===== src/hw/rtl/tdf_pkg.sv =====
package tdf_pkg;

  // Field widths
  localparam int TEMP_W    = 16;
  localparam int CODE_W    = 2;
  localparam int SEG_W     = 7;
  localparam int GAUGE_W   = 9;
  localparam int THR_W     = 11;
  localparam int CFG_IDX_W = 2;
  localparam int CFG_DAT_W = 2;

  // Default gauge length
  localparam int GAUGE_SEGMENTS_DEF = 9;

  // Register indexes
  localparam logic [CFG_IDX_W-1:0] REG_UNITS = 2'd0;
  localparam logic [CFG_IDX_W-1:0] REG_MODE  = 2'd1;

  // Display sources
  localparam logic [1:0] MODE_D_SURFACE = 2'd0;
  localparam logic [1:0] MODE_O_SURFACE = 2'd1;
  localparam logic [1:0] MODE_PROBE     = 2'd2;
  localparam logic [1:0] MODE_CAVITY    = 2'd3;

  // Status codes
  localparam logic [CODE_W-1:0] CODE_NUMBER = 2'd0;
  localparam logic [CODE_W-1:0] CODE_HIGH   = 2'd1;
  localparam logic [CODE_W-1:0] CODE_LOW    = 2'd2;
  localparam logic [CODE_W-1:0] CODE_DASHES = 2'd3;

  // Letter and sign patterns, bit0 = segment a
  localparam logic [SEG_W-1:0] SEG_MINUS = 7'h40;
  localparam logic [SEG_W-1:0] SEG_H     = 7'h76;
  localparam logic [SEG_W-1:0] SEG_L     = 7'h38;
  localparam logic [SEG_W-1:0] SEG_O     = 7'h3F;
  localparam logic [SEG_W-1:0] SEG_I     = 7'h06;

  // Saturation limits
  localparam logic [9:0] POS_MAX = 10'd999;
  localparam logic [6:0] NEG_MAX = 7'd99;

  typedef struct packed {
    logic       units_fahrenheit;
    logic [1:0] display_mode;
  } cfg_t;

  typedef struct packed {
    logic [SEG_W-1:0]   hundreds_segments;
    logic [SEG_W-1:0]   tens_segments;
    logic [SEG_W-1:0]   ones_segments;
    logic [GAUGE_W-1:0] gauge_bits;
    logic               celsius_icon;
    logic               fahrenheit_icon;
    logic               probe_icon;
    logic               o_surface_icon;
    logic               d_surface_icon;
    logic               cavity_icon;
    logic               bluetooth_icon;
    logic               battery_icon;
  } result_t;

  // Decimal digit to segment code
  function automatic logic [SEG_W-1:0] digit_code(input logic [3:0] d);
    logic [SEG_W-1:0] c;
    case (d)
      4'd0: c = 7'h3F;
      4'd1: c = 7'h06;
      4'd2: c = 7'h5B;
      4'd3: c = 7'h4F;
      4'd4: c = 7'h66;
      4'd5: c = 7'h6D;
      4'd6: c = 7'h7D;
      4'd7: c = 7'h07;
      4'd8: c = 7'h7F;
      4'd9: c = 7'h6F;
      default: c = 7'h00;
    endcase
    return c;
  endfunction

  // Quotient by 100 for values up to 999: multiply by 41/4096
  function automatic logic [3:0] div100(input logic [9:0] v);
    logic [15:0] p;
    p = {6'd0, v} * 16'd41;
    return p[15:12];
  endfunction

  // Quotient by 10 for values up to 127: multiply by 205/2048
  function automatic logic [3:0] div10(input logic [6:0] v);
    logic [14:0] p;
    p = {8'd0, v} * 15'd205;
    return p[14:11];
  endfunction

  // Gauge threshold of segment idx for the chosen table
  function automatic logic [THR_W-1:0] gauge_threshold(input logic probe,
                                                       input logic fahr,
                                                       input logic [3:0] idx);
    logic [THR_W-1:0] first;
    logic [THR_W-1:0] step;
    case ({probe, fahr})
      2'b10:   begin first = 11'd10; step = 11'd10; end
      2'b11:   begin first = 11'd50; step = 11'd18; end
      2'b01:   begin first = 11'd86; step = 11'd72; end
      default: begin first = 11'd30; step = 11'd40; end
    endcase
    return first + step * {7'd0, idx};
  endfunction

endpackage


===== src/hw/rtl/tdf_format.sv =====
module tdf_format #(
  parameter int GAUGE_SEGMENTS = tdf_pkg::GAUGE_SEGMENTS_DEF
) (
  input  tdf_pkg::cfg_t                    cfg,
  input  logic signed [tdf_pkg::TEMP_W-1:0] temperature,
  input  logic [tdf_pkg::CODE_W-1:0]       special_code,
  input  logic                             active,
  input  logic                             bluetooth_on,
  input  logic                             battery_low,
  output tdf_pkg::result_t                 res
);
  import tdf_pkg::*;

  logic               negative;
  logic [TEMP_W-1:0]  pos_val;
  logic [TEMP_W:0]    neg_mag;
  logic [9:0]         pos_sat;
  logic [6:0]         neg_sat;
  logic [3:0]         pos_hund;
  logic [6:0]         pos_rem;
  logic [3:0]         pos_tens;
  logic [3:0]         pos_ones;
  logic [3:0]         neg_tens;
  logic [3:0]         neg_ones;
  logic [GAUGE_W-1:0] gauge;
  logic               probe;

  assign negative = temperature[TEMP_W-1];
  assign pos_val  = temperature;
  assign probe    = (cfg.display_mode == MODE_PROBE);

  // Saturate both sign paths
  assign neg_mag = {1'b1, {TEMP_W{1'b0}}} - {1'b0, pos_val};
  assign pos_sat = (pos_val > TEMP_W'(POS_MAX)) ? POS_MAX : pos_val[9:0];
  assign neg_sat = (neg_mag > (TEMP_W+1)'(NEG_MAX)) ? NEG_MAX : neg_mag[6:0];

  // Split into decimal digits by reciprocal multiplies
  always_comb begin
    logic [10:0] hund_part;
    logic [6:0]  tens_part;
    logic [6:0]  neg_tens_part;
    pos_hund      = div100(pos_sat);
    hund_part     = {7'd0, pos_hund} * 11'd100;
    pos_rem       = 7'(pos_sat - hund_part[9:0]);
    pos_tens      = div10(pos_rem);
    tens_part     = {3'd0, pos_tens} * 7'd10;
    pos_ones      = 4'(pos_rem - tens_part);
    neg_tens      = div10(neg_sat);
    neg_tens_part = {3'd0, neg_tens} * 7'd10;
    neg_ones      = 4'(neg_sat - neg_tens_part);
  end

  // Compare against each threshold in parallel
  always_comb begin
    for (int i = 0; i < GAUGE_W; i++) begin
      gauge[i] = (i < GAUGE_SEGMENTS) &&
                 ({1'b0, pos_val} >= (TEMP_W+1)'(gauge_threshold(probe,
                                                cfg.units_fahrenheit, 4'(i))));
    end
  end

  // Assemble the result
  always_comb begin
    res = '0;
    if (active) begin
      case (special_code)
        CODE_HIGH: begin
          res.hundreds_segments = SEG_MINUS;
          res.tens_segments     = SEG_H;
          res.ones_segments     = SEG_I;
        end
        CODE_LOW: begin
          res.hundreds_segments = SEG_MINUS;
          res.tens_segments     = SEG_L;
          res.ones_segments     = SEG_O;
        end
        CODE_DASHES: begin
          res.hundreds_segments = SEG_MINUS;
          res.tens_segments     = SEG_MINUS;
          res.ones_segments     = SEG_MINUS;
        end
        default: begin
          if (negative) begin
            res.hundreds_segments = SEG_MINUS;
            res.tens_segments     = digit_code(neg_tens);
            res.ones_segments     = digit_code(neg_ones);
          end else begin
            res.hundreds_segments = digit_code(pos_hund);
            res.tens_segments     = digit_code(pos_tens);
            res.ones_segments     = digit_code(pos_ones);
            res.gauge_bits        = gauge;
          end
        end
      endcase
      res.celsius_icon    = !cfg.units_fahrenheit;
      res.fahrenheit_icon = cfg.units_fahrenheit;
      if (special_code != CODE_DASHES) begin
        res.probe_icon     = (cfg.display_mode == MODE_PROBE);
        res.o_surface_icon = (cfg.display_mode == MODE_O_SURFACE);
        res.d_surface_icon = (cfg.display_mode == MODE_D_SURFACE);
        res.cavity_icon    = (cfg.display_mode == MODE_CAVITY);
      end
      res.bluetooth_icon = bluetooth_on;
      res.battery_icon   = battery_low;
    end
  end

endmodule


===== src/hw/rtl/temp_display_formatter.sv =====
// Temperature display formatter.
// Input channel (in_valid/in_ready) carries one beat per reading: a signed
// temperature, a status code and the active, bluetooth and battery flags.
// Output channel (out_valid/out_ready) carries one beat of segment codes for
// three digits, a thermometer gauge and the icon bits.
// Units and source are set through cfg_we/cfg_addr/cfg_wdata: index 0 is
// units_fahrenheit, index 1 is display_mode; other indexes are ignored.
// A beat accepted into the input register passes the formatting logic and lands
// in the output register when that register is free or being drained.
// Throughput is one beat per cycle while the receiver keeps out_ready high; the
// digit split and the parallel gauge compares sit between the two registers.
// When the receiver stalls, the output register holds its beat and the input
// register takes one more beat, then in_ready drops until out_ready returns.
// Synchronous reset empties both registers and sets Celsius, D surface.
module temp_display_formatter #(
  parameter int GAUGE_SEGMENTS = tdf_pkg::GAUGE_SEGMENTS_DEF
) (
  input  logic                                clk,
  input  logic                                rst,
  input  logic                                cfg_we,
  input  logic [tdf_pkg::CFG_IDX_W-1:0]       cfg_addr,
  input  logic [tdf_pkg::CFG_DAT_W-1:0]       cfg_wdata,
  input  logic                                in_valid,
  output logic                                in_ready,
  input  logic signed [tdf_pkg::TEMP_W-1:0]   temperature,
  input  logic [tdf_pkg::CODE_W-1:0]          special_code,
  input  logic                                active,
  input  logic                                bluetooth_on,
  input  logic                                battery_low,
  output logic                                out_valid,
  input  logic                                out_ready,
  output logic [tdf_pkg::SEG_W-1:0]           hundreds_segments,
  output logic [tdf_pkg::SEG_W-1:0]           tens_segments,
  output logic [tdf_pkg::SEG_W-1:0]           ones_segments,
  output logic [tdf_pkg::GAUGE_W-1:0]         gauge_bits,
  output logic                                celsius_icon,
  output logic                                fahrenheit_icon,
  output logic                                probe_icon,
  output logic                                o_surface_icon,
  output logic                                d_surface_icon,
  output logic                                cavity_icon,
  output logic                                bluetooth_icon,
  output logic                                battery_icon
);
  import tdf_pkg::*;

  cfg_t                cfg;
  logic                s1_valid;
  logic signed [TEMP_W-1:0] s1_temperature;
  logic [CODE_W-1:0]   s1_code;
  logic                s1_active;
  logic                s1_bluetooth;
  logic                s1_battery;
  logic                s1_advance;
  result_t             res_next;
  result_t             res;

  // Configuration registers
  always_ff @(posedge clk) begin
    if (rst) begin
      cfg <= '0;
    end else if (cfg_we) begin
      case (cfg_addr)
        REG_UNITS: cfg.units_fahrenheit <= cfg_wdata[0];
        REG_MODE:  cfg.display_mode     <= cfg_wdata[1:0];
        default:   cfg                  <= cfg;
      endcase
    end
  end

  // Advance when the output register is free or being drained
  assign s1_advance = !out_valid || out_ready;
  assign in_ready   = !s1_valid || s1_advance;

  // Input register
  always_ff @(posedge clk) begin
    if (rst) begin
      s1_valid <= 1'b0;
    end else if (in_ready) begin
      s1_valid <= in_valid;
    end
  end

  always_ff @(posedge clk) begin
    if (in_valid && in_ready) begin
      s1_temperature <= temperature;
      s1_code        <= special_code;
      s1_active      <= active;
      s1_bluetooth   <= bluetooth_on;
      s1_battery     <= battery_low;
    end
  end

  tdf_format #(
    .GAUGE_SEGMENTS(GAUGE_SEGMENTS)
  ) u_format (
    .cfg          (cfg),
    .temperature  (s1_temperature),
    .special_code (s1_code),
    .active       (s1_active),
    .bluetooth_on (s1_bluetooth),
    .battery_low  (s1_battery),
    .res          (res_next)
  );

  // Output register
  always_ff @(posedge clk) begin
    if (rst) begin
      out_valid <= 1'b0;
    end else if (s1_advance) begin
      out_valid <= s1_valid;
    end
  end

  always_ff @(posedge clk) begin
    if (s1_advance && s1_valid) begin
      res <= res_next;
    end
  end

  assign hundreds_segments = res.hundreds_segments;
  assign tens_segments     = res.tens_segments;
  assign ones_segments     = res.ones_segments;
  assign gauge_bits        = res.gauge_bits;
  assign celsius_icon      = res.celsius_icon;
  assign fahrenheit_icon   = res.fahrenheit_icon;
  assign probe_icon        = res.probe_icon;
  assign o_surface_icon    = res.o_surface_icon;
  assign d_surface_icon    = res.d_surface_icon;
  assign cavity_icon       = res.cavity_icon;
  assign bluetooth_icon    = res.bluetooth_icon;
  assign battery_icon      = res.battery_icon;

  // A stalled beat in the input register stays there
  a_s1_hold: assert property (@(posedge clk) disable iff (rst)
    s1_valid && !s1_advance |=> s1_valid)
    else $error("input register lost a stalled beat");

  // Gauge is lit only for a non-negative number, never with a minus sign
  a_gauge_sign: assert property (@(posedge clk) disable iff (rst)
    out_valid && (gauge_bits != '0) |-> hundreds_segments != SEG_MINUS)
    else $error("gauge lit with a minus sign");

  // Gauge is a thermometer code
  a_gauge_therm: assert property (@(posedge clk) disable iff (rst)
    out_valid |-> ((gauge_bits & (gauge_bits + 1'b1)) == '0))
    else $error("gauge is not a thermometer code");

  // At most one source icon and at most one unit icon
  a_icons: assert property (@(posedge clk) disable iff (rst)
    out_valid |-> $onehot0({probe_icon, o_surface_icon, d_surface_icon, cavity_icon})
                  && !(celsius_icon && fahrenheit_icon))
    else $error("conflicting icons");

endmodule


===== config.mk =====
export PLATFORM = sky130hd
export DESIGN_NAME = temp_display_formatter
export DESIGN_NICKNAME = d
export VERILOG_FILES = /design/src/hw/rtl/tdf_pkg.sv /design/src/hw/rtl/tdf_format.sv /design/src/hw/rtl/temp_display_formatter.sv
export SDC_FILE = /design/constraint.sdc
export NUM_CORES = 1
export LEC_CHECK = 0
export BUFFER_PORTS_ARGS = -buffer_cell sky130_fd_sc_hd__buf_2
export CORE_ASPECT_RATIO = 1.2
export CORE_MARGIN = 10
export CORE_UTILIZATION = 50
export CTS_BUF_LIST = sky130_fd_sc_hd__clkbuf_4 sky130_fd_sc_hd__clkbuf_8
export CTS_CLUSTER_SIZE = 30
export DETAILED_ROUTE_END_ITERATION = 16
export PLACE_DENSITY = 0.69
export SLEW_MARGIN = 5
export SYNTH_ARGS = -nofsm -noshare
export SYNTH_HDL_FRONTEND = slang
export SYNTH_HIERARCHICAL = 1
export SYNTH_SLANG_ARGS = --single-unit

===== constraint.sdc =====
create_clock -name clk -period 17.3 [get_ports clk]
set_input_delay 0.865 -clock clk [delete_from_list [all_inputs] [get_ports clk]]
set_output_delay 0.865 -clock clk [all_outputs]
set_load 0.05 [all_outputs]

==> impl_metrics.csv <==
group,metric,value,unit
outcome,status,"finished, final reports clean",
clock_network,cts_sinks,64,
critical_path,cp-end-kind,"register",
sta,fin_ws,5.46,ns
detailed_routing,dr.pass1.iters,5,
critical_path,startpoint,"s1_temperature[10]",
sta,rsz0062_at_grt,"false",
synth,synth_flop_cell,"edfxtp_1",
pwr,peakVddDrop,0.160,mV
critical_path,crit_slowest_cell,"xnor2_1",
global_routing,grt_antenna_before_repair,0,
critical_path,path_delay_family,"adder cells",
synth,synth_cells,876,
clock_network,tritoncts,"yes",
placement,dp_worst_setup_slack,5.54,ns
finish,area_delta_synth_final,9.28,%
critical_path,cp_max_fo,14,
clock_network,clk_pin_slew,0.07,ns
detailed_routing,avgRoutedWirePerCell,16.2,um
synth,synth_area_leaders,"ha_1 (28%), edfxtp_1 (21%), fa_1 (5.3%), inv_1 (4.8%), a21oi_1 (3.3%)",
sta,finalHoldViolCount,0,
sta,max_slew.worst_pin.slew,1.05,ns
critical_path,worst_path_largest_cell_delay,0.84,ns
clock_network,holdBufCountCts,0,
critical_path,required,17.39,ns
floorplanning,rows,51,
floorplanning,core,0.0162,mm2
sta,setup_viol,0,
finish,design_area,0.00901,mm2
finish,final_core_util,55.6,%
synth,synth_warnings,6,
clock_network,cts-resized-gates,0,
run,maxCapViolations,0,
detailed_routing,ant_nets,0,
synth,async_flop_share,0,%
floorplanning,die_height,161,um
clock_network,clk_latency,0.37,ns
global_routing,grt_pass1_vias,6345,
critical_path,r2r-start,"s1_temperature[10]",
critical_path,crit_path_frequent_cell,"ha_1",
pwr,p_leak,4.32,nW
finish,nets,1177,
critical_path,crit_buf_inv,7,
clock_network,numCtsBuffers,9,
floorplanning,start_util,50.9,%
placement,place_congestion,0.879,
global_routing,grt_overflow,0,
clock_network,clk_path_buf_depth,2,
synth,synth_edf_count,59,
synth,synth.avg_cell_area,9.42,um2
detailed_routing,wirelength,18700,um
hold_path,hp-start,"s1_valid",
sta,finalSetupTns,0,ns
synth,seq_area_frac_synth,22.7,%
synth,synth_seq_cells,64,
clock_network,postCtsSetupBuffers,0,
synth,ys_types,73,
clock_network,htreeDepth,3,
sta,holdWs,0.463,ns
finish,drive_gt1_share,12.6,%
synth,yosysTopAreaCell,"ha_1",
detailed_routing,drt_iter0_markers,325,
sta,fin_skew,0.00847,ns
sta,max_freq,84.5,MHz
detailed_routing,num_vias,6433,
sta,slew_headroom,29.5,%
global_routing,grt_max_degree,39,
sta,min_period,11.84,ns
placement,dp_hpwl,14900,um
floorplanning,io-pin-count,70,
floorplanning,die_w,137,um
global_routing,grt_use_total,17.5,%
synth,netlist_area,0.00825,mm2
critical_path,worstSetupStartpointType,"register",
critical_path,cp.arrival,11.93,ns
clock_network,cts-root-buf,"clkbuf_8",
sta,slew_viol_final,0,
finish,fillers,1478,
critical_path,crit_type,"register to register",
synth,synth_top_area_share,28.4,%
placement,placed_cell_area,0.00877,mm2
pwr,power_density,147,mW/mm2
detailed_routing,routed_via_density,5.57,
synth,syn-num-nets,1115,
finish,num_antenna_cells,0,
finish,multi_input_area,0.00587,mm2
global_routing,grt_pass1_wl,31300,um
placement,port_buffers,69,
detailed_routing,drc,0,
floorplanning,die_area,0.0221,mm2
sta,period_share,68.4,%
hold_path,hp-class,"register to register",
finish,regArea,0.00187,mm2
==> cell families (layout without fill, tap and decap cells) <==
family	after synthesis	count (layout)	share of synthesized area, %
XOR/XNOR	40	40	4.70
other	2	2	0.0911
multiplexers	17	17	2.11
flip-flops	64	64	22.7
buffers and inverters	127	194	6.14
adder cells (fa/ha/maj)	211	211	34.0
AND/OR/NAND/NOR	229	229	15.1
AO/OA/AOI/OAI	186	186	15.2
==> report_power, final <==
group	internal [W]	switching (W)
combinational	0.000383	0.000585
clock	0.0000963	0.0000618
sequential	0.000188	0.00000965
total	0.000667	0.000656
==> through the flow <==
| stage | power [W] | instances |
|---|---|---|
| floorplan | 0.000984 | 876 |
| finish | 0.00132 | 1155 |
| global placement | 0.00114 | 1139 |
| CTS | 0.00132 | 1155 |
| detailed placement | 0.00115 | 1139 |
| global route | 0.00146 | 1155 |
==> registers in the layout (all words and copies together), names as in the netlist, 2 cells and up <==
| signal | count |
|---|---|
| tens_segments | 7 |
| cfg | 3 |
| s1_code | 2 |
| hundreds_segments | 7 |
| s1_temperature | 16 |
| gauge_bits | 9 |
| ones_segments | 7 |
==> cell usage after synthesis, types with 3 or more instances <==
cell type and n:
a211o_1 3, a211oi_1 9, a21o_1 21, a21oi_1 55, a221oi_1 4, a31oi_1 11, and2_1 14, and3_2 4
buf_2 3, buf_6 3, clkbuf_1 14, dfxtp_1 5, edfxtp_1 59, fa_1 22, ha_1 187, inv_1 106
mux2_2 3, mux2i_1 14, nand2_1 50, nand2b_1 22, nand3_1 14, nand3b_1 3, nand4_1 10, nor2_1 37
nor2b_1 13, nor3_1 18, nor3b_1 6, nor4_1 6, o2111ai_1 3, o211ai_1 7, o21a_1 10, o21ai_0 32
o21bai_1 6, o311ai_0 3, o31ai_1 4, or2_2 9, or3_1 5, xnor2_1 24, xor2_1 14
==> cells in the final DEF, fill, tap and decap left out, types with 18 or more instances in the layout <==
master and count:
a21o_1 21, a21oi_1 55, buf_2 69, edfxtp_1 59, fa_1 22, ha_1 187
inv_1 106, nand2_1 50, nand2b_1 22, nor2_1 37, nor3_1 18, o21ai_0 32
xnor2_1 24
==> final cells by class <==
class	count	area share [%]
Clock buffer	14	2.00
Clock inverter	2	0.666
Inverter	106	4.41
Multi-Input combinational cell	685	65.1
Sequential cell	64	20.8
Tap cell	212	2.94
Timing Repair Buffer	72	4.08
==> path summary, 6_finish.rpt <==
path	cells past startpoint	to	slack, ns
min reg2reg	2	out_valid	0.46
min	2	out_valid	0.46
max	42	ones_segments[5]	5.46
max reg2reg	42	ones_segments[5]	5.46
==> worst reg2reg max path: cells and delay by family, from the launching register on <==
| kind | cells | cell delay (ns) |
|---|---|---|
| adders and majority gates | 13 | 4.14 |
| xor gates and xnor gates | 6 | 2.03 |
| and+or+nand+nor | 7 | 2.02 |
| AOI/OAI and AO/OA | 8 | 1.78 |
| buffers and inverters | 7 | 0.65 |
| DFF | 1 | 0.53 |
| muxes | 1 | 0.42 |
==> per-layer routing <==
| layer | track usage (%) | share of wire (%) | up-vias |
|---|---|---|---|
| met1 | 21.9 | 44 | 3013 |
| met2 | 29.1 | 49 | 141 |
| met4 | 6.33 | 2.3 | 0 |
| met3 | 3.31 | 4.9 | 29 |
| li1 | - | - | 3250 |
| met5 | 0 | 0 | - |
Note: power is estimated with default switching activity, not from simulation.
